$ cat src/rtl/core/cdrr_pkg.sv
// ----------------------------------------------------------------------------
// cdrr_pkg
// Constants and the answer record table shared by the captive DNS reply
// rewriter.
// ----------------------------------------------------------------------------
package cdrr_pkg;

   localparam int unsigned POS_W          = 10;
   localparam int unsigned MAX_PACKET_DEF = 512;
   localparam int unsigned TAIL_IDX_W     = 4;
   localparam int unsigned CSR_ADDR_W     = 3;
   localparam int unsigned CSR_DATA_W     = 32;

   localparam logic [POS_W-1:0] HEADER_LEN  = POS_W'(12);
   localparam logic [POS_W-1:0] LABEL_START = POS_W'(12);
   localparam logic [POS_W-1:0] QEND_OFFSET = POS_W'(5);
   localparam logic [POS_W:0]   ANSWER_LEN  = (POS_W+1)'(16);
   localparam logic [POS_W:0]   LABEL_LIMIT = (POS_W+1)'(1023);

   localparam logic [POS_W-1:0] POS_FLAGS_HI = POS_W'(2);
   localparam logic [POS_W-1:0] POS_FLAGS_LO = POS_W'(3);
   localparam logic [POS_W-1:0] POS_ANCOUNT_HI = POS_W'(6);
   localparam logic [POS_W-1:0] POS_ANCOUNT_LO = POS_W'(7);
   localparam logic [POS_W-1:0] POS_NSCOUNT_HI = POS_W'(8);
   localparam logic [POS_W-1:0] POS_ARCOUNT_LO = POS_W'(11);

   localparam logic [7:0] FLAGS_HI_BYTE = 8'h81;
   localparam logic [7:0] FLAGS_LO_BYTE = 8'h80;
   localparam logic [7:0] ANCOUNT_BYTE  = 8'h01;

   localparam logic [TAIL_IDX_W-1:0] TAIL_LAST = TAIL_IDX_W'(15);

   localparam logic [CSR_DATA_W-1:0] ANSWER_ADDRESS_RESET = 32'hC0A8_0401;
   localparam logic                  REG_ANSWER_ADDRESS   = 1'b0;

   typedef struct packed {
      logic [7:0] reply_byte;
      logic       end_of_reply;
      logic       reply_status;
   } rsp_word_type;

   function automatic logic [7:0] tail_byte(input logic [TAIL_IDX_W-1:0] idx,
                                            input logic [CSR_DATA_W-1:0] addr);
      logic [7:0] b;
      case (idx)
         4'd0:    b = 8'hC0;
         4'd1:    b = 8'h0C;
         4'd2:    b = 8'h00;
         4'd3:    b = 8'h01;
         4'd4:    b = 8'h00;
         4'd5:    b = 8'h01;
         4'd6:    b = 8'h00;
         4'd7:    b = 8'h00;
         4'd8:    b = 8'h00;
         4'd9:    b = 8'h3C;
         4'd10:   b = 8'h00;
         4'd11:   b = 8'h04;
         4'd12:   b = addr[31:24];
         4'd13:   b = addr[23:16];
         4'd14:   b = addr[15:8];
         default: b = addr[7:0];
      endcase
      return b;
   endfunction

endpackage

$ cat src/rtl/core/captive_dns_reply_rewriter_top.sv
// ----------------------------------------------------------------------------
// captive_dns_reply_rewriter_top
// Streams a DNS query in and the captive portal reply out, one word a cycle unless stalled.
// ----------------------------------------------------------------------------
// Takes one query byte per cycle and gives one reply word per cycle unless
// stalled; each byte passes the input register, then the result register. The
// final byte of a well-formed query is followed by the 16-word A record; the
// input is held while the record generator runs. A query that cannot be
// answered ends in one word with end_of_reply and reply_status set. Bytes past
// MAX_PACKET produce no word. answer_address sits at byte address 0.
module captive_dns_reply_rewriter_top #(
   parameter int unsigned MAX_PACKET = cdrr_pkg::MAX_PACKET_DEF
) (
   input  logic                                 clock,
   input  logic                                 reset,
   input  logic                                 req_valid,
   output logic                                 req_stall,
   input  logic [7:0]                           req_packet_byte,
   input  logic                                 req_end_of_packet,
   output logic                                 rsp_valid,
   input  logic                                 rsp_stall,
   output logic [7:0]                           rsp_reply_byte,
   output logic                                 rsp_end_of_reply,
   output logic                                 rsp_reply_status,
   input  logic                                 csr_psel,
   input  logic                                 csr_penable,
   input  logic                                 csr_pwrite,
   input  logic [cdrr_pkg::CSR_ADDR_W-1:0]      csr_paddr,
   input  logic [cdrr_pkg::CSR_DATA_W-1:0]      csr_pwdata,
   output logic [cdrr_pkg::CSR_DATA_W-1:0]      csr_prdata,
   output logic                                 csr_pready
);
   import cdrr_pkg::*;

   localparam logic [POS_W-1:0] MAX_POS = POS_W'(MAX_PACKET);
   localparam logic [POS_W:0]   MAX_EXT = (POS_W+1)'(MAX_PACKET);

   logic [CSR_DATA_W-1:0] answer_address_ff;

   logic       in_valid_ff;
   logic [7:0] in_byte_ff;
   logic       in_eop_ff;

   logic [POS_W-1:0] pos_ff, pos_in;
   logic [POS_W-1:0] nlabel_ff, nlabel_in;
   logic             found_ff, found_in;
   logic [POS_W-1:0] qend_ff, qend_in;

   logic                  tail_active_ff, tail_active_in;
   logic [TAIL_IDX_W-1:0] tail_idx_ff, tail_idx_in;

   logic         rsp_valid_ff, rsp_valid_in;
   rsp_word_type rsp_word_ff, rsp_word_in;

   logic             out_free, proc_go, in_take, csr_write;
   logic             pos_ok, kept, have_byte, label_hit, pkt_ok;
   logic [7:0]       ob;
   logic [POS_W:0]   nx_sum;
   logic [POS_W-1:0] len;

   assign csr_pready = 1'b1;
   assign csr_write  = csr_psel && csr_penable && csr_pwrite && csr_pready;
   assign csr_prdata = (csr_paddr[2] == REG_ANSWER_ADDRESS) ? answer_address_ff
                                                            : '0;

   assign out_free  = !rsp_valid_ff || !rsp_stall;
   assign proc_go   = in_valid_ff && !tail_active_ff && out_free;
   assign in_take   = !in_valid_ff || proc_go;
   assign req_stall = !in_take;

   assign rsp_valid        = rsp_valid_ff;
   assign rsp_reply_byte   = rsp_word_ff.reply_byte;
   assign rsp_end_of_reply = rsp_word_ff.end_of_reply;
   assign rsp_reply_status = rsp_word_ff.reply_status;

   assign pos_ok    = pos_ff < MAX_POS;
   assign kept      = !(found_ff && (pos_ff >= qend_ff));
   assign have_byte = pos_ok && kept;
   assign label_hit = pos_ok && !found_ff && (pos_ff == nlabel_ff);
   assign nx_sum    = {1'b0, pos_ff} + {{(POS_W-7){1'b0}}, in_byte_ff} + (POS_W+1)'(1);

   always_comb begin
      ob = in_byte_ff;
      case (pos_ff) inside
         POS_FLAGS_HI:                              ob = FLAGS_HI_BYTE;
         POS_FLAGS_LO:                              ob = FLAGS_LO_BYTE;
         POS_ANCOUNT_LO:                            ob = ANCOUNT_BYTE;
         POS_ANCOUNT_HI, [POS_NSCOUNT_HI:POS_ARCOUNT_LO]: ob = 8'h00;
         default:                                   ob = in_byte_ff;
      endcase
   end

   always_comb begin
      pos_in    = pos_ok ? pos_ff + POS_W'(1) : pos_ff;
      nlabel_in = nlabel_ff;
      found_in  = found_ff;
      qend_in   = qend_ff;
      if (label_hit) begin
         if (in_byte_ff == 8'h00) begin
            found_in = 1'b1;
            qend_in  = pos_ff + QEND_OFFSET;
         end else begin
            nlabel_in = (nx_sum > LABEL_LIMIT) ? LABEL_LIMIT[POS_W-1:0]
                                               : nx_sum[POS_W-1:0];
         end
      end
      len    = pos_in;
      pkt_ok = (len >= HEADER_LEN) && found_in && (qend_in <= len) &&
               (({1'b0, qend_in} + ANSWER_LEN) <= MAX_EXT);
   end

   always_comb begin
      rsp_valid_in   = rsp_valid_ff && rsp_stall;
      rsp_word_in    = rsp_word_ff;
      tail_active_in = tail_active_ff;
      tail_idx_in    = tail_idx_ff;
      if (tail_active_ff && out_free) begin
         rsp_valid_in             = 1'b1;
         rsp_word_in.reply_byte   = tail_byte(tail_idx_ff, answer_address_ff);
         rsp_word_in.end_of_reply = (tail_idx_ff == TAIL_LAST);
         rsp_word_in.reply_status = 1'b0;
         tail_idx_in              = tail_idx_ff + TAIL_IDX_W'(1);
         if (tail_idx_ff == TAIL_LAST) begin
            tail_active_in = 1'b0;
         end
      end else if (proc_go) begin
         rsp_word_in.reply_status = 1'b0;
         rsp_word_in.end_of_reply = 1'b0;
         rsp_word_in.reply_byte   = ob;
         if (!in_eop_ff) begin
            rsp_valid_in = have_byte;
         end else if (!pkt_ok) begin
            rsp_valid_in             = 1'b1;
            rsp_word_in.reply_byte   = have_byte ? ob : 8'h00;
            rsp_word_in.end_of_reply = 1'b1;
            rsp_word_in.reply_status = 1'b1;
         end else if (have_byte) begin
            rsp_valid_in   = 1'b1;
            tail_active_in = 1'b1;
            tail_idx_in    = '0;
         end else begin
            rsp_valid_in           = 1'b1;
            rsp_word_in.reply_byte = tail_byte('0, answer_address_ff);
            tail_active_in         = 1'b1;
            tail_idx_in            = TAIL_IDX_W'(1);
         end
      end
   end

   always_ff @(posedge clock) begin
      if (reset) begin
         answer_address_ff <= ANSWER_ADDRESS_RESET;
         in_valid_ff       <= 1'b0;
         pos_ff            <= '0;
         nlabel_ff         <= LABEL_START;
         found_ff          <= 1'b0;
         qend_ff           <= '0;
         tail_active_ff    <= 1'b0;
         tail_idx_ff       <= '0;
         rsp_valid_ff      <= 1'b0;
      end else begin
         if (csr_write && (csr_paddr[2] == REG_ANSWER_ADDRESS)) begin
            answer_address_ff <= csr_pwdata;
         end
         if (in_take) begin
            in_valid_ff <= req_valid;
         end
         if (proc_go) begin
            if (in_eop_ff) begin
               pos_ff    <= '0;
               nlabel_ff <= LABEL_START;
               found_ff  <= 1'b0;
               qend_ff   <= '0;
            end else begin
               pos_ff    <= pos_in;
               nlabel_ff <= nlabel_in;
               found_ff  <= found_in;
               qend_ff   <= qend_in;
            end
         end
         tail_active_ff <= tail_active_in;
         tail_idx_ff    <= tail_idx_in;
         rsp_valid_ff   <= rsp_valid_in;
      end
   end

   always_ff @(posedge clock) begin
      if (in_take) begin
         in_byte_ff <= req_packet_byte;
         in_eop_ff  <= req_end_of_packet;
      end
      rsp_word_ff <= rsp_word_in;
   end

endmodule

$ cat config.mk
export PLATFORM = sky130hd
export DESIGN_NAME = captive_dns_reply_rewriter_top
export DESIGN_NICKNAME = d
export VERILOG_FILES = /design/src/rtl/core/cdrr_pkg.sv /design/src/rtl/core/captive_dns_reply_rewriter_top.sv
export SDC_FILE = /design/constraint.sdc
export NUM_CORES = 1
export LEC_CHECK = 0
export BUFFER_PORTS_ARGS = -buffer_cell sky130_fd_sc_hd__buf_2
export CELL_PAD_IN_SITES_DETAIL_PLACEMENT = 2
export CELL_PAD_IN_SITES_GLOBAL_PLACEMENT = 2
export CORE_MARGIN = 5
export CORE_UTILIZATION = 34
export CTS_BUF_LIST = sky130_fd_sc_hd__clkbuf_8
export CTS_CLUSTER_SIZE = 20
export DETAILED_ROUTE_END_ITERATION = 6
export GPL_ROUTABILITY_DRIVEN = 0
export GPL_TIMING_DRIVEN = 0
export PLACE_DENSITY = 0.88
export SLEW_MARGIN = 20
export SYNTH_ARGS = -nofsm -noshare
export SYNTH_HDL_FRONTEND = slang
export SYNTH_SLANG_ARGS = --single-unit
$ cat constraint.sdc
create_clock -name clock -period 5.4 [get_ports clock]
set_input_delay 0.27 -clock clock [delete_from_list [all_inputs] [get_ports clock]]
set_output_delay 0.27 -clock clock [all_outputs]
set_load 0.05 [all_outputs]
==> summary.txt, run 1 <==
number of global-route vias before repair: 6478
simple-gate area share of the yosys netlist: 0.245
Slew headroom: 0.366
Critical Path Start: in_byte_ff[6]
total chip power: 1330 uW
Seq. cell area: 1960 sq um
mux contribution to synthesized area: 0.00391
commonest non-fill, non-tap cell in the layout: nand2_1
mean post-synth cell area: 7.94 sq um
cts repair resizes: 0
post-DR vias/cell: 5.72
layout net count: 874
drt initial violations: 424
DP HPWL: 17.8 mm
Post-CTS Setup Inserts: 0
Worst EP arrival: 5160 ps
Hold Path Stages: 1
XOR/XNOR share of the synthesized area: 0.0483
post-synthesis adder-cell area fraction: 0.0842
flop-to-flop setup slack: 520 ps
final-report setup violation count: 0
Worst Hold End: in_eop_ff
PortBufs: 91
Yosys reg bits: 89
hold path startpoint: req_end_of_packet
skew final: 16.3 ps
Syn Inst Count: 685
CP required: 5690 ps
CP max stage delay: 620 ps
outcome: complete, no violations
Critical path buffers and inverters: 2
Synth Flop Type: dfxtp_1
Crit path top cell by count: a21oi_1
clk buf depth: 2
worst-skew pair later-pin latency: 400 ps
critical path cell sequence: or4_1, nor4_1, and4_1, buf_4, clkbuf_1, nor2_1, a21oi_1, ha_1, and4_1, a21oi_1, a21oi_1, o22a_1, or4_4, and3_1, o31a_1
r2r startpoint: in_byte_ff[6]
number of synthesized flops with an enable pin: 18
Synth Net Count: 772
max cap viols: 0
DRC: 0
Hold WC Path Type: in2reg
antenna-violating nets left: 0
worst r2r dst: tail_idx_ff[0]
combinational family with the most area after synthesis: simple AND/OR/NAND/NOR gates
Via Count: 5770
FP Rows: 46
Die Y: 136 um
minimum clock period: 4880 ps
gr usage total: 0.260
Synth cell types: 65
Clock Sinks: 89
final WL: 23.9 mm
Worst-path clk slew: 100 ps
routed length per placed instance: 23.7 um
hold_buf cts: 0
static leakage: 0.00253 uW
Pre-antenna DRT Iters: 5
VDD IR max: 0.0912 mV
critical-path cell with the highest stage delay: or4_1
Fmax achieved: 0.205 GHz
Multi-input gate area: 3200 sq um
count of final hold-check violations: 0
fraction of the cycle the final worst path needs: 0.903
setup TNS: 0 ps
layout cells sized above 1: 0.146
largest net degree at the start of global routing: 16
fillers: 1860
M2 GR Usage: 0.475
Crit Path Class: reg2reg
first-pass GRT wire length: 36.9 mm
CP endpoint kind: flip-flop
CTS tree: done
Yosys warning count: 0
met1 global-route usage: 0.294
CTS buffer count: 9
Compound-Gate Fraction of Synth Area: 0.206
Initial Util: 0.345
core area: 15800 sq um
die area: 18600 sq um
clock root buffer: clkbuf_8
worst hold slack: 49.1 ps
grt peak-use layer: met2
Area Growth Syn to Fin: 16.6%
I/O pins: 96
RSZ-0062 raised after global routing: false
met3 usage: 0.0403
worst reg2reg path depth: 15
CP delay by family, top: simple AND/OR/NAND/NOR gates
Post-Syn Area: 5440 sq um
Synth async-reset ratio: 0
commonest cells after routing, fill and taps aside: nand2_1, buf_2, dfxtp_1
PD cells: 209 nW/um^2
Seq/Total Area, Yosys: 0.361
Chip Width: 136 um
CP Launch Type: flip-flop
Congestion Overflow GR: 0
worst-path maximum fanout: 10
antenna violations before repair: 0
Max H-tree Level: 3
Final Max Tran Viols: 0
Slew @ Worst Pin: 949 ps
-- where the power goes --
part	switching [uW]	leakage (uW)	internal (uW)	total [uW]
Clock	282	0.0000951	168	450
Combinational	118	0.00167	47.5	166
Sequential	16.0	0.000757	694	710
-- worst reg2reg max path, cell delays in order, from the launching register on --
cell	delay, ps
edfxtp_1	500
or4_1	620
nor4_1	300
and4_1	250
buf_4	200
clkbuf_1	410
nor2_1	130
a21oi_1	310
ha_1	310
and4_1	220
a21oi_1	140
a21oi_1	90
o22a_1	250
or4_4	570
and3_1	200
o31a_1	280
-- layer usage --
layer | up-vias | part of all wire
li1 | 2620 | -
met1 | 2914 | 0.40
met2 | 184 | 0.52
met3 | 52 | 0.045
met4 | 0 | 0.037
met5 | - | 0
-- worst max-delay path by stage --
stage               slack [ps]        endpoint  cells past startpoint
global placement           910  tail_idx_ff[0]                     16
CTS                        620  tail_idx_ff[0]                     15
floorplan                 1540  tail_idx_ff[0]                     15
global route               400  tail_idx_ff[0]                     15
detailed placement         700  tail_idx_ff[0]                     15
finish                     520  tail_idx_ff[0]                     15
-- state kept, by name (all words and copies together) (netlist names) --
name / cells
in_valid_ff: 1
in_byte_ff: 8
qend_ff: 10
found_ff: 1
tail_idx_ff: 4
tail_active_ff: 1
rsp_reply_status: 1
rsp_valid: 1
rsp_end_of_reply: 1
in_eop_ff: 1
rsp_reply_byte: 8
answer_address_ff: 32
nlabel_ff: 10
pos_ff: 10
-- per-stage QoR --
step | setup WS, ps | util | cell area [sq um] | instances
2_1_floorplan | 1540 | - | 5440 | 685
4_1_cts | 623 | 0.402 | 6340 | 1008
6_report | 524 | 0.402 | 6340 | 1009
3_3_place_gp | 911 | 0.391 | 6160 | 992
3_5_place_dp | 704 | 0.391 | 6170 | 992
5_1_grt | 395 | 0.402 | 6340 | 1008
-- layout make-up --
cell class,instances,area share
well taps,216,0.0426
clock buffers,9,0.0195
multi-input cells,524,0.505
repair buffers,91,0.0718
inverters,26,0.0154
flip-flops and latches,89,0.309
clock inverters,7,0.00730
diodes,1,0.000394
plain buffers,46,0.0288
-- synth_stat cells, drive strengths merged, types with 8 or more instances --
library cell	count	area, sq um
xor2	13	114
nor3	21	105
inv	26	97.6
xnor2	17	149
o21ai	37	185
nand2b	8	50.1
nand3	16	80.1
ha	35	438
edfxtp	18	541
nor2	53	199
clkbuf	39	146
nand2	109	409
dfxtp	71	1420
a22oi	12	95.1
a21oi	65	325
nor2b	37	231
-- kinds of logic after synthesis --
kind of cell	after synthesis
AOI/OAI and AO/OA	175
xor gates and xnor gates	30
adders and majority gates	36
buffers and inverters	72
DFF	89
muxes	2
other	1
and+or+nand+nor	280
Power figures use the tool's default switching activity.
==> run 2, diff against run 1 <==
--- a/config.mk
+++ b/config.mk
@@ -15,6 +15,7 @@
 export DETAILED_ROUTE_END_ITERATION = 6
 export GPL_ROUTABILITY_DRIVEN = 0
 export GPL_TIMING_DRIVEN = 0
+export HOLD_SLACK_MARGIN = 0.12
 export PLACE_DENSITY = 0.88
 export SLEW_MARGIN = 20
 export SYNTH_ARGS = -nofsm -noshare
==> summary.txt, run 2 (synthesis results as in run 1) <==
outcome: complete, no violations
Congestion Overflow GR: 0 (unchanged)
Clock Sinks: 89 (unchanged)
routed length per placed instance: 26.2 um (+11%)
worst-skew pair later-pin latency: 410 ps (about the same)
critical path cell sequence: or4_1, nor4_1, and4_1, buf_4, clkbuf_1, nor2_1, a21oi_1, ha_1, and4_1, a21oi_1, a21oi_1, o22a_1, or4_4, and3_1, o31a_1
Pre-antenna DRT Iters: 6 (+1)
max reg flops: 32 (unchanged)
count of final hold-check violations: 0 (unchanged)
core area: 15800 sq um (unchanged)
drt initial violations: 542 (+28%)
Worst-path clk slew: 100 ps (about the same)
commonest non-fill, non-tap cell in the layout: nand2_1
Area Growth Syn to Fin: 21.1%
final WL: 27.1 mm (+13%)
fin util: 0.418 (+0.0154)
Slew @ Worst Pin: 1050 ps (+97.6 ps)
number of global-route vias before repair: 6766 (+4.4%)
CTS tree: done
clock root buffer: clkbuf_8
static leakage: 0.00263 uW (+4.0%)
VDD IR max: 0.106 mV (+16%)
Chip Width: 136 um (unchanged)
die area: 18600 sq um (unchanged)
I/O pins: 96 (unchanged)
CP required: 5700 ps (about the same)
commonest cells after routing, fill and taps aside: nand2_1, buf_2, dfxtp_1
Worst EP arrival: 5180 ps (+20 ps)
clk buf depth: 2 (unchanged)
antenna violations before repair: 1 (+1)
gr usage total: 0.279 (+0.0182)
fraction of the cycle the final worst path needs: 0.904 (about the same)
dpl cells: 992 (unchanged)
Crit Path Class: reg2reg
Max H-tree Level: 3 (unchanged)
DRC: 0 (unchanged)
worst-path maximum fanout: 10 (unchanged)
Fmax achieved: 0.205 GHz (about the same)
largest net degree at the start of global routing: 16 (unchanged)
layout cells sized above 1: 0.142 (-0.00431)
Design Area, Final: 6590 sq um (+3.8%)
Crit path top cell by count: a21oi_1
Post-CTS Setup Inserts: 0 (unchanged)
minimum clock period: 4880 ps (+3.97 ps)
Most flops, register: answer_address_ff
final cell count without fillers: 1034 (+2.5%)
RSZ-0062 raised after global routing: false
FP Rows: 46 (unchanged)
CP Launch Type: flip-flop
Slew headroom: 0.301 (-0.0652)
PD cells: 206 nW/um^2 (-1.3%)
skew final: 21.2 ps (+4.91 ps)
Hold WC Path Type: in2reg
worst reg2reg path depth: 15 (unchanged)
critical-path cell with the highest stage delay: or4_1
CTS buffer count: 9 (unchanged)
Hold Path Stages: 3 (+2)
max cap viols: 0 (unchanged)
final-report setup violation count: 0 (unchanged)
setup TNS: 0 ps (unchanged)
placed cell areas: 6170 sq um (unchanged)
DP HPWL: 17.8 mm (unchanged)
first-pass GRT wire length: 39.3 mm (+6.4%)
cts repair resizes: 0 (unchanged)
post-DR vias/cell: 5.89 (+3.0%)
PortBufs: 91 (unchanged)
layout net count: 898 (+2.7%)
antenna-violating nets left: 0 (unchanged)
Die Y: 136 um (unchanged)
Via Count: 6092 (+5.6%)
Final Max Tran Viols: 0 (unchanged)
CP endpoint kind: flip-flop
CP max stage delay: 630 ps (about the same)
total chip power: 1360 uW (+2.5%)
Initial Util: 0.345 (unchanged)
run 2: repair_timing:
action                     in CTS  in global routing
hold buffers                   24                  0
hold endpoints to repair       24                  0
setup endpoints to repair       0                  0
run 2: worst max-delay path, delay by kind of cell, from the launching register on:
family                   cells  cell delay, ps
AO/OA/AOI/OAI                5            1050
adder cells (fa/ha/maj)      1             310
AND/OR/NAND/NOR              7            2290
buffers and inverters        2             610
flip-flops                   1             520
run 2: cell type report:
class                           count  area [sq um]
Timing Repair Buffer              115           696
Sequential cell                    89          1960
Buffer                             46           183
Fill cell                        1813          9180
Inverter                           26          97.6
Multi-Input combinational cell    524          3200
Tap cell                          216           270
Clock buffer                        9           124
Antenna cell                        2          5.00
Clock inverter                      7          46.3
run 2: worst paths after layout:
path                                         endpoint  slack (ps)      startpoint
worst max-delay path                   tail_idx_ff[0]         520   in_byte_ff[6]
worst max register to register         tail_idx_ff[0]         520   in_byte_ff[6]
worst min-delay path            answer_address_ff[21]         120  csr_pwdata[21]
worst min register to register           nlabel_ff[0]         480    nlabel_ff[0]
run 2: power by group:
| group | total (uW) | switching (uW) | internal [uW] |
|---|---|---|---|
| clock | 459 | 291 | 168 |
| sequential | 712 | 18.3 | 694 |
| combinational | 187 | 128 | 59.0 |
| total | 1360 | 437 | 921 |
run 2: layer usage:
metal,GRT usage,vias to the layer above,share of wire
met3,0.0444,106,0.057
met2,0.510,301,0.51
li1,-,2665,-
met4,0.148,0,0.054
met5,0,-,0
met1,0.306,3020,0.38
run 2: per-stage QoR:
stage	hold slack, ps	setup slack [ps]
after global placement	448	911
after global routing	120	372
after floorplan	369	1540
after CTS	121	623
after detailed placement	450	704
final	117	520
==> run 3, diff against run 2 <==
--- a/config.mk
+++ b/config.mk
@@ -16,7 +16,7 @@
 export GPL_ROUTABILITY_DRIVEN = 0
 export GPL_TIMING_DRIVEN = 0
 export HOLD_SLACK_MARGIN = 0.12
-export PLACE_DENSITY = 0.88
+export PLACE_DENSITY_LB_ADDON = 0.1
 export SLEW_MARGIN = 20
 export SYNTH_ARGS = -nofsm -noshare
 export SYNTH_HDL_FRONTEND = slang
==> summary.txt, run 3 (synthesis results as in run 1) <==
minimum clock period: 4630 ps (-250 ps)
CP required: 5700 ps (about the same)
static leakage: 0.00267 uW (+1.8%)
largest net degree at the start of global routing: 17 (+1)
clock root buffer: clkbuf_8
Crit Path Class: reg2reg
I/O pins: 96 (unchanged)
Slew @ Worst Pin: 1070 ps (+25.7 ps)
PortBufs: 91 (unchanged)
Area Growth Syn to Fin: 23.9%
CP delay by family, top: simple AND/OR/NAND/NOR gates
Chip Width: 136 um (unchanged)
Design Area, Final: 6740 sq um (+2.3%)
CP endpoint kind: flip-flop
worst-skew pair later-pin latency: 400 ps (about the same)
critical-path cell with the highest stage delay: dfxtp_1
Final Max Tran Viols: 0 (unchanged)
DP HPWL: 16.9 mm (-5.0%)
layout cells sized above 1: 0.140 (-0.00257)
Fmax achieved: 0.216 GHz (+5.4%)
die area: 18600 sq um (unchanged)
final cell count without fillers: 1047 (+1.3%)
FP Rows: 46 (unchanged)
Crit path top cell by count: a21oi_1
placed cell areas: 6170 sq um (unchanged)
PD cells: 201 nW/um^2 (-2.7%)
dpl cells: 992 (unchanged)
Pre-antenna DRT Iters: 4 (-2)
CP Launch Type: flip-flop
number of global-route vias before repair: 6198 (-8.4%)
antenna-violating nets left: 0 (unchanged)
Max H-tree Level: 3 (unchanged)
Worst EP arrival: 4930 ps (-250 ps)
Critical path buffers and inverters: 2 (unchanged)
core area: 15800 sq um (unchanged)
VDD IR max: 0.112 mV (+6.0%)
Slew headroom: 0.278 (-0.0224)
Congestion Overflow GR: 0 (unchanged)
hold_buf cts: 38 (+58%)
final-report setup violation count: 0 (unchanged)
first-pass GRT wire length: 34.7 mm (-12%)
RSZ-0062 raised after global routing: false
fraction of the cycle the final worst path needs: 0.857 (-0.0462)
max cap viols: 0 (unchanged)
Post-CTS Setup Inserts: 0 (unchanged)
commonest non-fill, non-tap cell in the layout: nand2_1
setup TNS: 0 ps (unchanged)
max reg flops: 32 (unchanged)
CTS tree: done
Hold WC Path Type: in2reg
layout net count: 913 (+1.7%)
fillers: 1846 (+1.8%)
count of final hold-check violations: 0 (unchanged)
DRC: 0 (unchanged)
Via Count: 5715 (-6.2%)
gr usage total: 0.243 (-0.0356)
post-DR vias/cell: 5.46 (-7.4%)
cts repair resizes: 0 (unchanged)
commonest cells after routing, fill and taps aside: nand2_1, buf_2, dfxtp_1
n_diodes: 0 (-2)
Die Y: 136 um (unchanged)
CTS buffer count: 9 (unchanged)
final WL: 22.4 mm (-17%)
clk buf depth: 2 (unchanged)
CP max stage delay: 720 ps (+90 ps)
drt initial violations: 265 (-51%)
worst-path maximum fanout: 11 (+1)
outcome: complete, no violations
skew final: 9.48 ps (-11.7 ps)
Most flops, register: answer_address_ff
Worst-path clk slew: 100 ps (about the same)
Initial Util: 0.345 (unchanged)
routed length per placed instance: 21.4 um (-18%)
critical path cell sequence: xor2_1, nor4_1, and4_1, buf_4, clkbuf_1, nor2_1, a21oi_1, ha_1, and4_1, a21oi_1, a21oi_1, o22a_1, or4_4, and3_1, o31a_1
Clock Sinks: 89 (unchanged)
antenna violations before repair: 0 (-1)
[run 3: routing by layer]
layer / track usage / wire length [um] / up-vias
li1: - / - / 2695
met1: 0.282 / 9300 / 2871
met2: 0.458 / 11900 / 119
met3: 0.0381 / 811 / 30
met4: 0.0677 / 459 / 0
met5: 0 / 0 / -
[run 3: power breakdown]
group	leakage, uW	internal, uW	switching [uW]	total (uW)
Clock	0.0000799	170	287	456
Sequential	0.000757	694	15.8	710
Combinational	0.00184	65.7	120	186
Total	0.00267	930	422	1350
[run 3: per-stage QoR]
stage / worst slack [ps] / hold slack [ps] / utilization / total power (uW)
final: 770 / 111 / 0.427 / 1350
after global routing: 606 / 128 / 0.427 / 1400
after CTS: 823 / 125 / 0.427 / 1350
after detailed placement: 864 / 448 / 0.391 / 886
after global placement: 927 / 448 / 0.391 / 879
after floorplan: 1540 / 369 / - / 819
[run 3: worst min-delay path: cells and delay by family]
kind / cells / cell delay (ps)
buffers and inverters: 1 / 80
AND/OR/NAND/NOR: 2 / 130
[run 3: final cells by class]
cell class                      count  area (sq um)  share of cell area
Buffer                             46           183              0.0271
Inverter                           26          97.6              0.0145
Multi-Input combinational cell    524          3200               0.475
Sequential cell                    89          1960               0.291
Clock inverter                      7          52.6             0.00780
Clock buffer                        9           124              0.0184
Tap cell                          216           270              0.0401
Timing Repair Buffer              130           846               0.126
[run 3: final timing paths]
kind | to | start | cells after the start | slack (ps)
setup / recovery | tail_idx_ff[0] | pos_ff[1] | 15 | 770
hold / removal | answer_address_ff[10] | csr_pwdata[10] | 3 | 110
setup reg to reg | tail_idx_ff[0] | pos_ff[1] | 15 | 770
hold reg to reg | nlabel_ff[5] | nlabel_ff[5] | 2 | 470
